## config.mk

```make
export PLATFORM = sky130hd
export DESIGN_NAME = bpu_cell
export DESIGN_NICKNAME = d
export VERILOG_FILES = /design/src/sv/bpu_pkg.sv /design/src/sv/bpu_cell.sv
export SDC_FILE = /design/constraint.sdc
export NUM_CORES = 1
export LEC_CHECK = 0
export ABC_CLOCK_PERIOD_IN_PS = 3940
export BUFFER_PORTS_ARGS = -buffer_cell sky130_fd_sc_hd__buf_4
export CORE_MARGIN = 2
export CORE_UTILIZATION = 35
export DETAILED_ROUTE_END_ITERATION = 8
export GPL_TIMING_DRIVEN = 0
export PLACE_DENSITY = 0.7
export SLEW_MARGIN = 10
export SYNTH_ARGS = -nofsm -noshare
export SYNTH_HDL_FRONTEND = slang
export SYNTH_SLANG_ARGS = --single-unit
```

## constraint.sdc

```tcl
create_clock -name clk -period 3.94 [get_ports clk]
set_input_delay 0.197 -clock clk [delete_from_list [all_inputs] [get_ports clk]]
set_output_delay 0.197 -clock clk [all_outputs]
set_load 0.02 [all_outputs]
```

## src/sv/bpu_pkg.sv

```systemverilog
// bpu_pkg: shared types, register codes and mask decode for the bitfield pixel unpacker.
// No dependencies; used by bitfield_pixel_unpack, bpu_cfg and bpu_cell.
`default_nettype none

package bpu_pkg;

  localparam int NCHAN    = 4;
  localparam int NCELLS   = 8;        // one quotient bit per cell
  localparam int REM_W    = 40;       // holds word_field * 255
  localparam int WORD_W   = 32;
  localparam int CHAN_W   = 8;
  localparam int CFG_IDX_W = 3;

  localparam int CH_RED   = 0;
  localparam int CH_GREEN = 1;
  localparam int CH_BLUE  = 2;
  localparam int CH_ALPHA = 3;

  localparam logic [WORD_W-1:0] RST_MASK_RED   = 32'h00FF_0000;
  localparam logic [WORD_W-1:0] RST_MASK_GREEN = 32'h0000_FF00;
  localparam logic [WORD_W-1:0] RST_MASK_BLUE  = 32'h0000_00FF;
  localparam logic [WORD_W-1:0] RST_MASK_ALPHA = 32'h0000_0000;

  typedef enum logic [CFG_IDX_W-1:0] {
    REG_MASK_RED    = 3'd0,
    REG_MASK_GREEN  = 3'd1,
    REG_MASK_BLUE   = 3'd2,
    REG_MASK_ALPHA  = 3'd3,
    REG_WIDE_PIXELS = 3'd4
  } reg_idx_t;

  // Decoded channel setup. div is the lowest run of ones of the mask, left in place:
  // the shift cancels in (word & mask) * 255 / div.
  typedef struct packed {
    logic [WORD_W-1:0] mask;
    logic [WORD_W-1:0] div;
    logic              fill;   // zero alpha mask: force 255
  } chan_cfg_t;

  typedef struct packed {
    chan_cfg_t [NCHAN-1:0] ch;
    logic                  wide;
  } cfg_t;

  // One channel in flight through the divider row.
  typedef struct packed {
    logic [REM_W-1:0]  rem;
    logic [WORD_W-1:0] div;
    logic [CHAN_W-1:0] quo;
    logic              sat;
  } lane_t;

  function automatic chan_cfg_t decode_mask(input logic [WORD_W-1:0] m, input logic is_alpha);
    logic [WORD_W-1:0] low;
    logic [WORD_W-1:0] run;
    chan_cfg_t         c;
    low = m & (~m + 32'd1);
    // adding the low bit carries through the first run and clears it
    run = m & ~(m + low);
    c.mask = m;
    c.div  = run | {31'd0, (m == '0)};
    c.fill = is_alpha & (m == '0);
    return c;
  endfunction

endpackage

`default_nettype wire

```

## src/sv/bpu_cell.sv

```systemverilog
// bpu_cell: one restoring-division step for one channel; retires one quotient bit.
// Depends on bpu_pkg.
`default_nettype none

module bpu_cell (
  input  wire logic           clk,
  input  wire logic           en,
  input  wire bpu_pkg::lane_t d,
  output bpu_pkg::lane_t      q
);

  logic [bpu_pkg::REM_W-1:0] dsh;
  logic [bpu_pkg::REM_W:0]   diff;
  logic                      take;
  logic [bpu_pkg::REM_W-1:0] rem_next;

  // divisor aligned to the top quotient bit; remainder shifts up each step
  assign dsh      = {1'b0, d.div, 7'd0};
  assign diff     = {1'b0, d.rem} - {1'b0, dsh};
  assign take     = ~diff[bpu_pkg::REM_W];
  assign rem_next = take ? diff[bpu_pkg::REM_W-1:0] : d.rem;

  always_ff @(posedge clk) begin
    if (en) begin
      q.rem <= {rem_next[bpu_pkg::REM_W-2:0], 1'b0};
      q.div <= d.div;
      q.quo <= {d.quo[bpu_pkg::CHAN_W-2:0], take};
      q.sat <= d.sat;
    end
  end

endmodule

`default_nettype wire

```

==> run summary <==
Cell variety after synth - 54
Reg power frac - 39.3%
RSZ-0062 raised after global routing - no
syn_area_per_cell - 12.0 um^2
Worst Setup End Kind - register
Largest register FFs - 80
first-pass GRT wire length - 18400 um
# diodes - 0
Post-Layout Inst Area - 6550 um^2
crit share post-route - 80.5%
commonest non-fill, non-tap cell in the layout - buf_4
drt drc - 0
CP required - 4040 ps
Worst Path Max Fanout - 4
P_int - 0.00195 W
I/O pins - 164
input/output buffers - 161
Placement Cell Area - 6250 um^2
Power Dens Cells - 422 nW/um^2
Clock Sinks - 80
HP Class - primary input to register
Post-CTS Resized - 0
FMAX - 315 MHz
Total Wirelength - 12000 um
vias per inst - 4.96
CTS tree - yes
Post-CTS Setup Bufs - 0
gpl congestion - 0.823
Logic pwr share - 30.0%
Final setup viols - 0
Core Area - 13300 um^2
initial core utilization - 36.1%
initial antenna violation count - 0
CTS H-tree lvls - 3
Clock Tree Buf Depth - 2
Overflow after GRT - 0
outcome - finished clean
# hold bufs at CTS - 0
nets@finish - 691
PnR worst setup slack - 768 ps
static leakage - 2.95 nW
critical path arrival - 3270 ps
post-synthesis cell area - 4820 um^2
dominant synthesized flop cell - edfxtp_1
Mapped Nets - 519
largest net degree at the start of global routing - 81
dpl ws - 459 ps
Avg WL per Cell - 15.9 um
Worst slew margin - 32.3%
worst hold stages - 1
top flop regs - q: 80 flops
Vias - 3752
Clock transition at path regs - 60 ps
DIE HEIGHT - 121 um
yosys warns - 0
Slew Limit Fails - 0
Layout Cells excl Fill - 756
total power - 0.00276 W
number of max-cap violations - 0
Peak VDD IR - 0.163 mV
worst slew pin tran - 1010 ps
#FFs+latches synth - 80
CTS buffer count - 9
switching share of power - 29.3%
post-synthesis cell count - 403
layout cell share with drive strength beyond 1 - 37.8%
sw power - 0.000808 W
Crit Path Category - primary input to register
Largest Register - q
Area Growth Syn to Fin - 35.8%
Tmin final - 3170 ps
1st-iter DRT viols - 203
Core Rows - 42
commonest cells after routing, fill and taps aside - buf_4 (163), edfxtp_1 (80), inv_1 (41)
Post-DRT Antenna Nets - 0
root buffer cell - clkbuf_16
setup TNS - 0 ps
crit path launch type - primary input
Placed Instances - 740
DR pass1 iterations - 4
ys async rst share - 0%
Die ar. - 14700 um^2
final count of hold timing violations - 0
EDFF count, synth - 80
gr usage total - 16.1%
detailed placement HPWL - 9300 um
Die W - 121 um
Clk pwr share - 30.7%
post-synthesis sequential area ratio - 49.8%
vias in the first global route - 3759
-- area by class of cell --
class	instances	area (um^2)
plain buffers	9	87.6
fillers	1228	6800
multi-input cells	273	2180
repair buffers	161	1210
inverters	41	154
flip-flops and latches	80	2400
clock inverters	6	68.8
clock buffers	10	229
well taps	176	220
-- final timing paths --
kind / start / end / slack [ps]
worst max-delay path: d[48] / q[77]$_DFFE_PP_ / 770
worst min-delay path: d[5] / q[6]$_DFFE_PP_ / 20
-- worst max-delay path, cell delays in order --
cell and delay, ps:
buf_4 120, inv_1 70, ha_1 170, inv_1 60, fa_1 410, a211oi_1 380, o211a_1 260, o31ai_1 140
o41a_1 460, a41oi_1 470, o21ai_0 120, a21boi_0 140, mux2_4 260
-- power by group through the flow --
stage                     sequential, W  combinational (W)  clock, W
final                           0.00109           0.000828  0.000847
after global routing            0.00110           0.000895  0.000897
after CTS                       0.00109           0.000835  0.000866
after detailed placement        0.00110           0.000830         0
after global placement          0.00110           0.000821         0
after floorplan                 0.00123           0.000392         0
-- cell usage after synthesis (2+ instances only) --
master	n	area share [%]
nor2b_1	3	0.39
nor2_1	16	1.2
and3_1	6	0.78
a31oi_1	3	0.39
and4_1	2	0.36
buf_6	6	1.4
a21oi_1	32	3.3
o21ai_0	17	1.8
buf_4	2	0.31
o21bai_1	3	0.47
a211oi_1	5	0.78
inv_1	41	3.2
a21boi_0	2	0.31
ha_1	32	8.3
o211ai_1	4	0.62
nand2_1	23	1.8
a41oi_1	2	0.36
a21o_1	7	1.1
or2_2	3	0.39
nand2b_1	4	0.52
nand4_1	6	0.78
mux2i_1	6	1.2
nor3_1	6	0.62
o31ai_1	5	0.78
edfxtp_1	80	50
nand3_1	5	0.52
xor2_1	7	1.3
xnor2_1	17	3.1
or3_1	3	0.39
o21a_1	6	0.93
mux2_4	25	7.8
mux2_2	2	0.47
-- routing by layer --
metal | global-route usage (%) | share of wire (%) | vias up
li1 | - | - | 1852
met1 | 19.9 | 43 | 1749
met2 | 27.7 | 49 | 135
met3 | 3.34 | 6.4 | 16
met4 | 5.89 | 1.6 | 0
met5 | 0 | 0 | -
-- stage by stage --
stage / utilization (%) / hold slack [ps]
2_1_floorplan: - / 296
3_3_place_gp: 46.8 / 375
3_5_place_dp: 46.8 / 377
4_1_cts: 49.1 / 14.2
5_1_grt: 49.1 / 17.8
6_report: 49.1 / 23.0
-- cells by family (layout without fill, tap and decap cells) --
logic type,after synthesis,after routing,synth area share (%)
AO/OA/AOI/OAI,102,102,14.2
flip-flops,80,80,49.8
AND/OR/NAND/NOR,80,80,8.28
buffers and inverters,50,227,5.01
adder cells (fa/ha/maj),33,33,8.72
multiplexers,33,33,9.50
XOR/XNOR,24,24,4.36
other,1,1,0.0778
No activity file was read; power rests on OpenSTA's default activity.
