### config.mk
export PLATFORM = sky130hd
export DESIGN_NAME = bpu_cfg
export DESIGN_NICKNAME = d
export VERILOG_FILES = /design/src/sv/bpu_pkg.sv /design/src/sv/bpu_cfg.sv
export SDC_FILE = /design/constraint.sdc
export NUM_CORES = 1
export LEC_CHECK = 0
export ABC_AREA = 1
export BUFFER_PORTS_ARGS = -buffer_cell sky130_fd_sc_hd__buf_2
export CAP_MARGIN = 20
export CORE_ASPECT_RATIO = 1.1
export CORE_MARGIN = 4
export CORE_UTILIZATION = 45
export CTS_BUF_LIST = sky130_fd_sc_hd__clkbuf_4 sky130_fd_sc_hd__clkbuf_8
export DETAILED_ROUTE_END_ITERATION = 8
export GPL_ROUTABILITY_DRIVEN = 1
export HOLD_SLACK_MARGIN = 0.03
export PLACE_DENSITY = 0.73
export SYNTH_ARGS = -nofsm -noshare
export SYNTH_HDL_FRONTEND = slang
export SYNTH_SLANG_ARGS = --single-unit
### constraint.sdc
create_clock -name clk -period 1.8 [get_ports clk]
set_input_delay 0.27 -clock clk [delete_from_list [all_inputs] [get_ports clk]]
set_output_delay 0.27 -clock clk [all_outputs]
set_load 0.03 [all_outputs]
### src/sv/bpu_pkg.sv
// bpu_pkg: shared types, register codes and mask decode for the bitfield pixel unpacker.
// No dependencies; used by bitfield_pixel_unpack, bpu_cfg and bpu_cell.
`default_nettype none

package bpu_pkg;

  localparam int NCHAN    = 4;
  localparam int NCELLS   = 8;        // one quotient bit per cell
  localparam int REM_W    = 40;       // holds word_field * 255
  localparam int WORD_W   = 32;
  localparam int CHAN_W   = 8;
  localparam int CFG_IDX_W = 3;

  localparam int CH_RED   = 0;
  localparam int CH_GREEN = 1;
  localparam int CH_BLUE  = 2;
  localparam int CH_ALPHA = 3;

  localparam logic [WORD_W-1:0] RST_MASK_RED   = 32'h00FF_0000;
  localparam logic [WORD_W-1:0] RST_MASK_GREEN = 32'h0000_FF00;
  localparam logic [WORD_W-1:0] RST_MASK_BLUE  = 32'h0000_00FF;
  localparam logic [WORD_W-1:0] RST_MASK_ALPHA = 32'h0000_0000;

  typedef enum logic [CFG_IDX_W-1:0] {
    REG_MASK_RED    = 3'd0,
    REG_MASK_GREEN  = 3'd1,
    REG_MASK_BLUE   = 3'd2,
    REG_MASK_ALPHA  = 3'd3,
    REG_WIDE_PIXELS = 3'd4
  } reg_idx_t;

  // Decoded channel setup. div is the lowest run of ones of the mask, left in place:
  // the shift cancels in (word & mask) * 255 / div.
  typedef struct packed {
    logic [WORD_W-1:0] mask;
    logic [WORD_W-1:0] div;
    logic              fill;   // zero alpha mask: force 255
  } chan_cfg_t;

  typedef struct packed {
    chan_cfg_t [NCHAN-1:0] ch;
    logic                  wide;
  } cfg_t;

  // One channel in flight through the divider row.
  typedef struct packed {
    logic [REM_W-1:0]  rem;
    logic [WORD_W-1:0] div;
    logic [CHAN_W-1:0] quo;
    logic              sat;
  } lane_t;

  function automatic chan_cfg_t decode_mask(input logic [WORD_W-1:0] m, input logic is_alpha);
    logic [WORD_W-1:0] low;
    logic [WORD_W-1:0] run;
    chan_cfg_t         c;
    low = m & (~m + 32'd1);
    // adding the low bit carries through the first run and clears it
    run = m & ~(m + low);
    c.mask = m;
    c.div  = run | {31'd0, (m == '0)};
    c.fill = is_alpha & (m == '0);
    return c;
  endfunction

endpackage

`default_nettype wire

### src/sv/bpu_cfg.sv
// bpu_cfg: mask and mode registers; decodes each mask into its divisor on write.
// Depends on bpu_pkg.
`default_nettype none

module bpu_cfg (
  input  wire logic                          clk,
  input  wire logic                          rst,
  input  wire logic                          cfg_wen,
  input  wire logic [bpu_pkg::CFG_IDX_W-1:0] cfg_index,
  input  wire logic [bpu_pkg::WORD_W-1:0]    cfg_data,
  output bpu_pkg::cfg_t                      cfg
);

  always_ff @(posedge clk) begin
    if (rst) begin
      cfg.ch[bpu_pkg::CH_RED]   <= bpu_pkg::decode_mask(bpu_pkg::RST_MASK_RED, 1'b0);
      cfg.ch[bpu_pkg::CH_GREEN] <= bpu_pkg::decode_mask(bpu_pkg::RST_MASK_GREEN, 1'b0);
      cfg.ch[bpu_pkg::CH_BLUE]  <= bpu_pkg::decode_mask(bpu_pkg::RST_MASK_BLUE, 1'b0);
      cfg.ch[bpu_pkg::CH_ALPHA] <= bpu_pkg::decode_mask(bpu_pkg::RST_MASK_ALPHA, 1'b1);
      cfg.wide <= 1'b1;
    end else if (cfg_wen) begin
      unique case (bpu_pkg::reg_idx_t'(cfg_index))
        bpu_pkg::REG_MASK_RED:
          cfg.ch[bpu_pkg::CH_RED] <= bpu_pkg::decode_mask(cfg_data, 1'b0);
        bpu_pkg::REG_MASK_GREEN:
          cfg.ch[bpu_pkg::CH_GREEN] <= bpu_pkg::decode_mask(cfg_data, 1'b0);
        bpu_pkg::REG_MASK_BLUE:
          cfg.ch[bpu_pkg::CH_BLUE] <= bpu_pkg::decode_mask(cfg_data, 1'b0);
        bpu_pkg::REG_MASK_ALPHA:
          cfg.ch[bpu_pkg::CH_ALPHA] <= bpu_pkg::decode_mask(cfg_data, 1'b1);
        bpu_pkg::REG_WIDE_PIXELS:
          cfg.wide <= cfg_data[0];
        default: ;  // unused indexes are dropped
      endcase
    end
  end

endmodule

`default_nettype wire

==> results.md, run 1 <==
Yosys:
- The post-synthesis sequential area ratio is 47.6%.
- In this run, distinct cell masters in the synthesized netlist total 39.
- The synthesized design devotes to its leading area cell type a little under half of total area.
- The warning count from the yosys run is 0.
- The synthesized netlist occupies a cell area of 10900 um2.
- By area the synthesized netlist is led by sky130_fd_sc_hd__dfxtp_1 48%, sky130_fd_sc_hd__nand2_1 8.2%, sky130_fd_sc_hd__o21ai_0 8.1%.
- The cell type contributing the most total cell area after synthesis is sky130_fd_sc_hd__dfxtp_1.
- In this run, synthesis inferred 0 flip-flops with an integrated enable.
- Counting flops and latches in the post-synthesis netlist gives 258.
- After synthesis, the mean cell area works out to just over 7 um2.
- The synthesized instance count is ~1500.
- The primary flip-flop cell chosen by synthesis mapping is sky130_fd_sc_hd__dfxtp_1.
- The fraction of registers with async set/reset is 0%.

STA:
- On the final layout, the worst hold slack is 89.5 ps.
- The number of failing hold endpoints at the final stage is 0.
- The time the worst path needs with I/O delays and setup is 1720 ps.
- The final critical-path share of the clock period is between 90% and 100%.
- Static timing analysis puts the maximum clock frequency at 582 MHz.
- Setup repair after global routing could not meet its margin everywhere.
- In the final timing run, aggregate negative setup slack is 0 ps.
- The count of final setup violators is 0.
- Between clock sinks in the finished design, the worst skew comes to 0 ps.
- The max-slew violation count is 0.

Routing:
- The count of TritonRoute iterations in the first routing pass is 6.
- After detailed routing, the number of vias per cell comes to a little over 5.
- The count of nets left with antenna violations once routing finished came out at 0.
- The iteration-0 DRC count of the detailed router is 748.
- The number of remaining DRC errors is 0.
- Wires add up to between 40000 and 50000 um.
- After detailed routing, the average wire length per cell comes to between 15 and 20 um.
- The final route contains roughly 12000 vias.

Clock tree:
- For the worst-skew pair, the clock arrives at the later sink with an insertion delay of roughly 540 ps.
- Counting along the longest clock path gives a buffer depth of 3.
- The number of sinks driven by the clock tree is 258.
- The cell chosen for the clock root is sky130_fd_sc_hd__clkbuf_8.
- The clock tree from TritonCTS is done.
- Clock-pin slew was measured on the worst setup and hold paths at around 60 ps.
- The total CTS buffers is 43.
- The total number of H-tree levels is 2.

Setup path:
- The critical path ends at cfg[156].
- The stage delay of the slowest cell on the critical path is 220 ps.
- The register-to-register setup slack is 1010 ps.
- The count of buffer and inverter cells on the critical path is 6.
- The largest individual stage delay along the critical path comes from the cell sky130_fd_sc_hd__nor2_4.
- Counting cells, the worst reg-to-reg path comes to 3.
- Along the worst path, the maximum fanout reaches 5.
- The type of the worst setup path is primary input to flip-flop.
- The worst register-to-register path begins at cfg[204].
- The logic depth of the worst path, buffers included is 16.
- The type of element capturing the critical path is a flip-flop.
- The critical path launch point is cfg_data[1].
- The kind of start point of the critical path is a primary input.
- The endpoint of the lowest-slack register-to-register path is cfg[204].
- Traced cell by cell, the critical path runs through buf_8 -> nor2_4 -> nand2_4 -> nor2_4 -> buf_6 -> buf_4 -> nand3_2 -> nand4_1 -> inv_1 -> nand2_2 -> nor2_1 -> nor2_1 -> buf_4 -> nand3_1 -> nand2_1 -> inv_1.
- The required arrival time at the worst endpoint is 2240 ps.
- The category of cells accounting for the largest share of critical-path delay is simple AND/OR/NAND/NOR gates.
- Data on the critical path arrives at its endpoint at 2160 ps.

Power and ir drop:
- The total power consumption of the routed design is around 13 mW.
- The worst-case IR drop observed on VDD is around 0.6 mV.
- Power spread over the standard cell area amounts to around 850 nW/um2.
- For this design the static power due to leakage is 7.96 nW.

GRT:
- The initial antenna violation count is 2.
- The total overflow left after global routing is 0.
- The number of global-route vias before repair is ~11000.
- Entering global routing, the biggest net connects roughly 80 pins.
- The first global-routing pass estimated 61100 um of wire.
- Global routing used about 29% of the available tracks across all layers.

Floorplanning:
- For this configuration, the core starts out at a cell density of 45.8%.
- The region available for standard cell placement spans ~24000 um2.
- Pin placement for this block handled approximately 300 I/O pins.
- The number of standard-cell rows in the floorplan is 59.
- The die covers 26700 um2.
- The die boundary height is between 150 and 200 um.
- In this run the horizontal extent of the chip is between 150 and 200 um.

Final layout:
- The largest registers in the layout are cfg: 258 flops.
- The post-route netlist has ~34% of its cells at a drive strength greater than 1.
- The area growth from synthesis to layout is 40.9%.
- The most common library cell in the layout ignoring fill and taps is sky130_fd_sc_hd__buf_2.
- Leaving out fill and tap cells, the most frequent cells in the layout are 290 x sky130_fd_sc_hd__buf_2, 258 x sky130_fd_sc_hd__dfxtp_1, 219 x sky130_fd_sc_hd__nand2_1.
- The register with the most flip-flops in the final layout is cfg.
- The register with the most flip-flops in the layout has between 200 and 300 of them.
- After the last flow step, the layout net total stands at roughly 2000.

Worst hold path:
- The tightest min-delay check is of the primary input to flip-flop type.

Placement:
- The placer's final routability congestion estimate is between 0.9 and 1.
- The number of buffer cells added on primary ports is approximately 300.
- Detailed placement ended at an HPWL of 29600 um.

Outcome:
- The run finished with clean final reports.

Job:
- The count of max-cap constraint violations is 0.
cell type report:
type	instances	area, um2
Clock buffer	66	796
Multi-Input combinational cell	993	5110
Sequential cell	258	5160
Tap cell	305	382
Inverter	160	603
Timing Repair Buffer	481	3160
Antenna cell	2	5.00
Clock inverter	7	70.1
Fill cell	2111	8400
worst min path at each step:
stage | slack [ps] | endpoint | startpoint | cells after the start
after floorplan | 400 | cfg[25] | cfg_data[23] | 2
after global placement | 440 | cfg[51] | cfg[51] | 1
after detailed placement | 430 | cfg[133] | cfg[133] | 2
after CTS | 60 | cfg[195] | cfg_data[31] | 3
after global routing | 80 | cfg[195] | cfg_data[31] | 3
final | 90 | cfg[130] | cfg_data[31] | 3
Yosys cell counts, types with 7 or more instances:
cell type                    n
sky130_fd_sc_hd__o21a_1      7
sky130_fd_sc_hd__nand2_1   236
sky130_fd_sc_hd__dfxtp_1   258
sky130_fd_sc_hd__clkbuf_1   70
sky130_fd_sc_hd__o21bai_1   13
sky130_fd_sc_hd__inv_1     153
sky130_fd_sc_hd__a31oi_1     8
sky130_fd_sc_hd__a21oi_1   152
sky130_fd_sc_hd__o21ai_0   175
sky130_fd_sc_hd__o211ai_1   32
sky130_fd_sc_hd__nor2_1    206
sky130_fd_sc_hd__nand3_1    76
sky130_fd_sc_hd__nor2_2     10
sky130_fd_sc_hd__nand4_1     8
sky130_fd_sc_hd__buf_1       8
sky130_fd_sc_hd__nand2_2    22
report_power, final:
group | total [mW] | internal (mW) | switching [mW]
Combinational | 1.68 | 0.534 | 1.15
Sequential | 6.01 | 5.91 | 0.0998
Clock | 5.28 | 2.96 | 2.32
routing by layer:
metal / global-route usage, % / share of wire [%] / up-vias
met1: 36.7 / 41 / 5461
met2: 47.3 / 47 / 483
met3: 7.49 / 8.7 / 88
met5: 0 / 0 / -
met4: 9.82 / 3.4 / 0
li1: - / - / 5766
worst min-delay path: stages:
cell and delay, ps:
sky130_fd_sc_hd__buf_2 160, sky130_fd_sc_hd__nor2_1 110, sky130_fd_sc_hd__nor2_1 50
metrics by stage:
stage	instances	instance area, um2	util (%)	setup WS (ps)
floorplan	1497	10900	-	8.17
global placement	2187	13900	58.8	-604
detailed placement	2187	13900	58.8	-605
CTS	2261	14800	62.6	20.9
global route	2271	15300	64.5	-27.0
finish	2272	15300	64.5	81.5
what timing repair did:
| action | 4_1_cts | 5_1_grt |
|---|---|---|
| resized for setup | 7 | 110 |
| hold endpoints to repair | 1 | 0 |
| endpoints found under the setup margin | 21 | 72 |
| setup buffers | 0 | 9 |
| pin swaps | 0 | 33 |
| hold buffers | 1 | 0 |
logic make-up (layout without fill, tap and decap cells):
kind of cell    Yosys count  count (layout)  synth area share (%)
flops                   258             258                  47.6
buf+inv                 246             714                  8.78
compound gates          409             409                  20.7
other cells               1               5                0.0345
simple gates            581             581                  22.9
(Power assumes the default switching activity.)
==> run 2: changes to the inputs <==
Settings changed: PLACE_DENSITY 0.73 to 0.8, SLEW_MARGIN from default to 20.
==> run 2 against run 1 <==
Net effect:
- flip-flop and latch count unchanged
- register-to-register slack about the same
- design area is 1.6% lower
- clock power is 4.2% higher
- wire length is 0.11% lower
- die area did not move
- combinational power decreased by 2%
- global-route usage rose by 0.20 points
- core utilization down 1.0 points
- critical endpoint is now cfg[150]
- largest cell class unchanged
==> results.md, run 2 (same netlist as run 1, synthesis figures left out) <==
Outcome:
- The run finished with clean final reports.

Placement:
- Detailed placement finished with a half-perimeter wire length of 29700 um.
- In this run the tool buffered the top-level ports with ~300 buffer cells.
- The setup slack after placement is -645 ps.
- Routability-driven placement finished with a final weighted congestion of between 1 and 1.5.
- The instance area at placement is ~14000 um2.
- Once placement completed, the tool counted placed cells totaling approximately 2200.

Worst hold path:
- The worst hold path begins at cfg_data[4].
- The destination of the worst hold path is cfg[103].
- The worst hold path was traced through 3 stages.
- The worst hold path belongs to the class primary input to flip-flop.

Floorplanning:
- 299 I/O pins were placed.
- After floorplanning, the core was divided into 59 placement rows.
- Once the floorplan was initialized, standard cells occupied a little under half of the core.
- The die boundary height is 171 um.
- The placeable core region is around 24000 um2.
- The die outline width is between 150 and 200 um.
- The die area is around 27000 um2.

Power and ir drop:
- In this run the power spent charging and discharging nets is between 3 and 4 mW.
- The power per unit of standard cell area is around 870 nW/um2.
- The clock network power share is a little over two fifths.
- The internal power of the cells totals about 9.6 mW.
- The design draws between 10 and 15 mW.
- The share of total power dissipated in combinational logic is about an eighth.
- For this design the static power due to leakage is approximately 8 nW.
- The maximum vdd ir drop is 0.714 mV.
- Registers are responsible for a little under half of the overall power.
- Net switching is 27.1% of the power.

Routing:
- The detailed-route wire length is about 40000 um.
- After detailed routing, the number of vias per cell comes to roughly 5.3.
- The count of nets left with antenna violations once routing finished came out at 0.
- For this run, the detailed router's first-pass iteration total came to 5.
- The number of remaining DRC errors is 0.
- The iteration-0 DRC count of the detailed router is 945.
- The average wire per cell in the routed design is 17.8 um.
- The via total after detailed routing is around 12000.

Clock tree:
- The number of sinks driven by the clock tree is 258.
- The clock tree from TritonCTS is done.
- The cell sitting at the root of the clock tree is a sky130_fd_sc_hd__clkbuf_8.
- The number of clock buffers added by TritonCTS is 42.
- The total number of H-tree levels is 2.
- Counting along the longest clock path gives a buffer depth of 3.
- The clock transition at the register clock pins on the worst setup and hold paths after CTS is roughly 60 ps.
- After clock tree synthesis, the flow added hold-fix buffers numbering 0.
- The later pin in the worst-skew pair is clocked with a latency of between 500 and 600 ps.

Final layout:
- The number of nets in the layout is ~2000.
- The number of flip-flops under the largest register name is ~260.
- The final design utilization is 63.5%.
- The count of cells in the finished layout, fillers not included, comes to 2263.
- The area growth from synthesis to layout is 38.7%.
- In the layout the commonest cells are 295 x sky130_fd_sc_hd__buf_2, 258 x sky130_fd_sc_hd__dfxtp_1, 223 x sky130_fd_sc_hd__nand2_1.
- The library cell used most frequently in the layout, excluding fill and tap cells, is sky130_fd_sc_hd__buf_2.
- The area of all placed cells without fillers is between 15000 and 20000 um2.
- The largest register by flop count is cfg.
- The largest registers in the layout are cfg: 258 flops.
- Of the cells placed in the final design, the portion with a size suffix greater than 1 is around 34%.

STA:
- Setup repair after global routing could not meet its margin everywhere.
- Adding up every negative setup slack in the final design gives 0 ps.
- The maximum frequency from static timing analysis is a little under 600 MHz.
- Across the routed clock network, the largest skew measured is 0 ps.
- The max-slew violation count is 0.
- The number of failing hold endpoints at the final stage is 0.
- The tightest hold path in the finished design has a slack of roughly 77 ps.
- After layout, the worst path uses 96.3% of the clock period.
- Setup violations remaining at the end of the flow were counted as 0.
- The setup slack of the critical path after layout is ~67 ps.
- The time the worst path needs with I/O delays and setup is 1730 ps.

Setup path:
- The arrival time at the worst endpoint is around 2200 ps.
- STA classifies the critical path endpoint as a flip-flop.
- STA classifies the critical path startpoint as a primary input.
- Data on the critical path is required at its endpoint by 2270 ps.
- The worst register-to-register path begins at cfg[210].
- The depth of the most critical reg-to-reg path is 3.
- The type of the worst setup path is primary input to flip-flop.
- The register-to-register setup slack is 1000 ps.
- The top fanout value on the critical path is 5.
- In this run the critical register-to-register path is captured at cfg[210].

GRT:
- The pin count of the biggest net entering global routing is just over 80.
- The number of global-route vias before repair is about 11000.
- The global router's overall resource usage is 28.9%.
- The initial antenna violation count is 4.
- The first global-routing pass estimated ~62000 um of wire.
- After global routing the overflow that remains totals 0.

Job:
- The tool flagged a number of max-cap violations equal to 0.
-- run 2: cell count changes in the layout (fill, tap and decap cells not counted), moves of 4 or more --
cell | before | now
sky130_fd_sc_hd__buf_12 | 17 | 11
sky130_fd_sc_hd__buf_2 | 290 | 295
sky130_fd_sc_hd__buf_6 | 10 | 1
sky130_fd_sc_hd__clkbuf_4 | 18 | 11
sky130_fd_sc_hd__clkbuf_8 | 48 | 60
sky130_fd_sc_hd__nand2_1 | 219 | 223
sky130_fd_sc_hd__nand2_4 | 12 | 8
sky130_fd_sc_hd__nand3_1 | 62 | 67
sky130_fd_sc_hd__nand3_2 | 17 | 13
-- run 2: cell type report --
class,instances,area [um2]
repair buffers,467,2910
well taps,305,382
fillers,2119,8640
inverters,160,603
clock buffers,71,908
flip-flops and latches,258,5160
clock inverters,4,26.3
multi-input cells,993,5050
diodes,5,12.5
-- run 2: what timing repair did --
action                                  in CTS  in global routing
pin swaps                                    0                 19
endpoints found under the setup margin      15                 60
gates resized for setup                      3                 78
setup buffers                                0                  0
-- run 2: worst max path at each step --
stage | startpoint | end | slack (ps) | cells past startpoint
6_report | cfg_data[1] | cfg[150] | 70 | 16
5_1_grt | cfg_data[5] | cfg[160] | -20 | 16
4_1_cts | cfg_data[0] | cfg[94] | 8 | 16
3_5_place_dp | cfg_data[0] | cfg[94] | -650 | 16
3_3_place_gp | cfg_data[2] | cfg[161] | -620 | 18
2_1_floorplan | cfg_data[13] | cfg[160] | 8 | 15
-- run 2: per-layer routing --
| metal | vias up | share of wire [%] | track usage [%] |
|---|---|---|---|
| met3 | 89 | 8.1 | 5.72 |
| li1 | 5746 | - | - |
| met2 | 569 | 47 | 48.1 |
| met5 | - | 0 | 0 |
| met4 | 0 | 3.3 | 9.86 |
| met1 | 5504 | 41 | 37.8 |
-- run 2: power groups by stage --
stage | Clock, mW | Sequential, mW | Combinational [mW]
finish | 5.50 | 6.01 | 1.64
global route | 5.84 | 6.03 | 1.76
CTS | 5.59 | 6.01 | 1.60
detailed placement | 0 | 6.13 | 1.59
global placement | 0 | 6.12 | 1.58
floorplan | 0 | 6.51 | 0.541
-- run 2: critical path: stages --
cell                      delay (ps)
sky130_fd_sc_hd__buf_2           150
sky130_fd_sc_hd__nor2_4          230
sky130_fd_sc_hd__nand2_4         120
sky130_fd_sc_hd__nor2_4          180
sky130_fd_sc_hd__buf_4           160
sky130_fd_sc_hd__nand3_2         100
sky130_fd_sc_hd__inv_2           100
sky130_fd_sc_hd__nand2_1          50
sky130_fd_sc_hd__nand2_1         120
sky130_fd_sc_hd__inv_1            70
sky130_fd_sc_hd__nand2_2          90
sky130_fd_sc_hd__inv_1            60
sky130_fd_sc_hd__nand3_1         130
sky130_fd_sc_hd__nand2_2          90
sky130_fd_sc_hd__buf_4           160
sky130_fd_sc_hd__a21oi_1         110
==> run 3: changes to the inputs <==
Settings changed: ABC_AREA 1 to default, CORE_MARGIN 4 to default, PLACE_DENSITY 0.8 to 0.81.
==> run 3 against run 2 <==
Net effect:
- final cell count fell by 11%
- global-route usage rose by 1.5 points
- largest cell class unchanged
- design area down 4.2%
- sequential share of layout area increased by 1.5 points
- the flow now finishes with violations (setup timing)
==> results.md, run 3 <==
Yosys:
- Counting flops with a built-in enable in the synthesized netlist gives 0.
- The count of state elements after synthesis is roughly 260.
- Synthesis handed over a netlist of 1300 instances.
- By area the synthesized netlist is led by sky130_fd_sc_hd__dfxtp_1 50%, sky130_fd_sc_hd__nand2_1 14%, sky130_fd_sc_hd__a21oi_1 8.4%.
- The average size of a mapped cell is about 7.9 um2.
- Counting distinct cell types in the post-synthesis netlist gives between 60 and 70.
- The warning count from the yosys run is 0.
- The largest total area in the synthesized netlist belongs to sky130_fd_sc_hd__dfxtp_1.
- The commonest cells after synthesis are 384 x sky130_fd_sc_hd__nand2_1, 258 x sky130_fd_sc_hd__dfxtp_1, 173 x sky130_fd_sc_hd__a21oi_1, 102 x sky130_fd_sc_hd__clkbuf_1, 75 x sky130_fd_sc_hd__nor2_1.
- In the synthesized netlist the dominant register cell turns out to be sky130_fd_sc_hd__dfxtp_1.
- The synthesized design devotes to its leading area cell type ~50% of total area.
- The post-synthesis sequential area ratio is 50.1%.
- Summing every instance area after synthesis gives 10300 um2.
- Yosys instantiated no cell more often than sky130_fd_sc_hd__nand2_1.
- The fraction of registers with async set/reset is 0%.

Routing:
- For this run, design rule violations remaining after detail routing come to 0.
- The count of TritonRoute iterations in the first routing pass is 7.
- The per-cell via count in the routed design is between 5 and 6.
- The count of nets left with antenna violations once routing finished came out at 0.
- The detailed router finished its first iteration with between 700 and 800 violations.
- The detailed-route wire length is 37100 um.
- After detailed routing, the average wire length per cell comes to ~18 um.
- The via total after detailed routing is between 10000 and 15000.

Final layout:
- In the layout the commonest cells are 380 x sky130_fd_sc_hd__nand2_1, 291 x sky130_fd_sc_hd__buf_2, 258 x sky130_fd_sc_hd__dfxtp_1.
- Ranked by flip-flop count, first place goes to cfg.
- Compared with the post-synthesis result, the final layout area differs by 39.9%.
- The most common library cell in the layout ignoring fill and taps is sky130_fd_sc_hd__nand2_1.
- The number of flip-flops under the largest register name is roughly 260.
- For this run, the post-layout net count is between 1500 and 2000.
- After routing the design area is roughly 14000 um2.
- The fraction of final layout cells with drive strength greater than 1 is between 30% and 40%.
- The number of cells in the finished layout apart from fillers is about 2000.
- In the final layout, the registers with the most flip-flops are cfg: 258 flops.

GRT:
- The residual overflow from global routing is 0.
- The pin count of the biggest net entering global routing is between 60 and 70.
- The first global-routing pass estimated 56500 um of wire.
- The initial antenna violation count was 3.
- The number of global-route vias before repair is 10400.
- The global router's overall resource usage is a little under a third.

Placement:
- The final HPWL from detailed placement is around 26000 um.
- The number of buffer cells added on primary ports is between 200 and 300.
- The cell count after placement is between 1500 and 2000.
- The instance area at placement is 13200 um2.
- The congestion estimate from routability-driven global placement came to between 0.9 and 1.

Floorplanning:
- The number of standard-cell rows in the floorplan is 57.
- The die boundary height is ~160 um.
- The core region is around 22000 um2.
- The top-level port count is between 200 and 300.
- For this configuration, the core starts out at a cell density of around 46%.
- The die area is between 20000 and 25000 um2.
- The die is ~150 um wide.

Worst hold path:
- The class of the worst hold path is primary input to flip-flop.

Clock tree:
- The total CTS buffers is 42.
- Clock-pin slew was measured on the worst setup and hold paths at roughly 60 ps.
- For this design, the sink count on the clock tree is around 260.
- TritonCTS built the clock tree.
- The clock tree synthesis step divided the H-tree into 2 levels.
- The cell sitting at the root of the clock tree is a sky130_fd_sc_hd__clkbuf_8.
- The buffer depth of the longest clock path is 3.
- The clock reaches the later pin of the worst-skew pair after around 540 ps.

STA:
- The max-slew violation count is 0.
- The time the worst path needs with I/O delays and setup is approximately 1800 ps.
- The relative max-transition margin is about two thirds.
- The transition at the pin with the smallest max-transition slack is approximately 500 ps.
- Across all hold checks on the routed design, the worst slack comes to 58.7 ps.
- Static timing analysis puts the maximum clock frequency at roughly 540 MHz.
- The total negative slack for setup checks is -137 ps.
- The count of final setup violators is 4.
- Setup repair after global routing could not meet its margin everywhere.
- The number of failing hold endpoints at the final stage was 0.
- Between clock sinks in the finished design, the worst skew comes to 0 ps.
- The final critical-path share of the clock period is 102%.
- After layout, the worst setup slack is -42.6 ps.

Setup path:
- The type of element capturing the critical path is a flip-flop.
- At the worst endpoint, the arrival time is 2330 ps.
- By startpoint and endpoint, the worst setup path is classified as primary input to flip-flop.
- The top fanout value on the critical path is 5.
- At the worst endpoint, the required time is 2280 ps.
- The kind of start point of the critical path is a primary input.

Power and ir drop:
- The cell leakage power is just over 6 nW.
- The maximum vdd ir drop is approximately 0.56 mV.
- The power per unit of standard cell area is approximately 880 nW/um2.
- The total power consumption of the routed design is 12.6 mW.

Outcome:
- The checks that failed: setup timing.
- The flow ran to the end, but the final reports show violations.

Job:
- Max-cap violations in this run came to 0.
==> run 3: cell count changes after synthesis, sizes merged, moves of 47 or more <==
cell / previous run / this run
o21ai: 182 / 30
nand3: 80 / 17
nand2: 260 / 384
nor2: 220 / 75
nand3b: 1 / 48
inv: 156 / 6
==> run 3: power by group <==
group / internal, mW / total (mW) / switching (mW)
Clock: 3.16 / 5.47 / 2.32
Combinational: 0.431 / 1.28 / 0.847
Sequential: 5.82 / 5.88 / 0.0590
Total: 9.41 / 12.6 / 3.22
==> run 3: path summary, 6_finish.rpt <==
path / to / depth (start not counted) / from / slack (ps)
max: cfg[228] / 9 / cfg_data[1] / -40
min reg2reg: cfg[165] / 2 / cfg[165] / 450
max reg2reg: cfg[21] / 3 / cfg[21] / 920
min: cfg[0] / 4 / cfg_index[2] / 60
==> run 3: area by class of cell <==
cell class / count / area [um2]
fill: 1899 / 7830
sequential: 258 / 5160
multi-input combinational: 915 / 4950
timing repair buffer: 463 / 3010
clock buffer: 63 / 811
tap: 295 / 369
clock inverter: 7 / 93.8
inverter: 6 / 22.5
antenna: 1 / 2.50
==> run 3: layer usage <==
metal,GRT usage (%),routed length (um),vias up
li1,-,-,5149
met1,38.0,15000,5187
met2,50.8,17500,603
met3,6.65,3280,101
met4,12.5,1270,4
met5,0,23,-
==> run 3: critical path, stage by stage <==
cell	delay [ps]
sky130_fd_sc_hd__buf_8	110
sky130_fd_sc_hd__nor4_4	350
sky130_fd_sc_hd__nand4_2	200
sky130_fd_sc_hd__or3_4	420
sky130_fd_sc_hd__nor3_4	210
sky130_fd_sc_hd__o221a_4	230
sky130_fd_sc_hd__nor3_4	50
sky130_fd_sc_hd__or3_1	360
sky130_fd_sc_hd__a21oi_1	130
==> run 3: per-stage QoR <==
stage | setup slack, ps | utilization (%)
final | -42.6 | 64.8
after global routing | -122 | 64.8
after CTS | -67.6 | 64.2
after detailed placement | -715 | 59.3
after global placement | -642 | 59.3
after floorplan | -460 | -
==> run 3: logic make-up after synthesis <==
kind of cell,synth area share [%]
compound gates,17.0
other cells,0.0364
simple gates,27.6
mux,0.194
flops,50.1
buf+inv,5.09
==> run 3: what timing repair did <==
item | 4_1_cts | 5_1_grt
hold buffers | 1 | 0
gates resized for setup | 29 | 33
buffers inserted | 6 | 3
endpoints found under the setup margin | 35 | 53
hold endpoints to repair | 2 | 0
pin swaps | 22 | 17
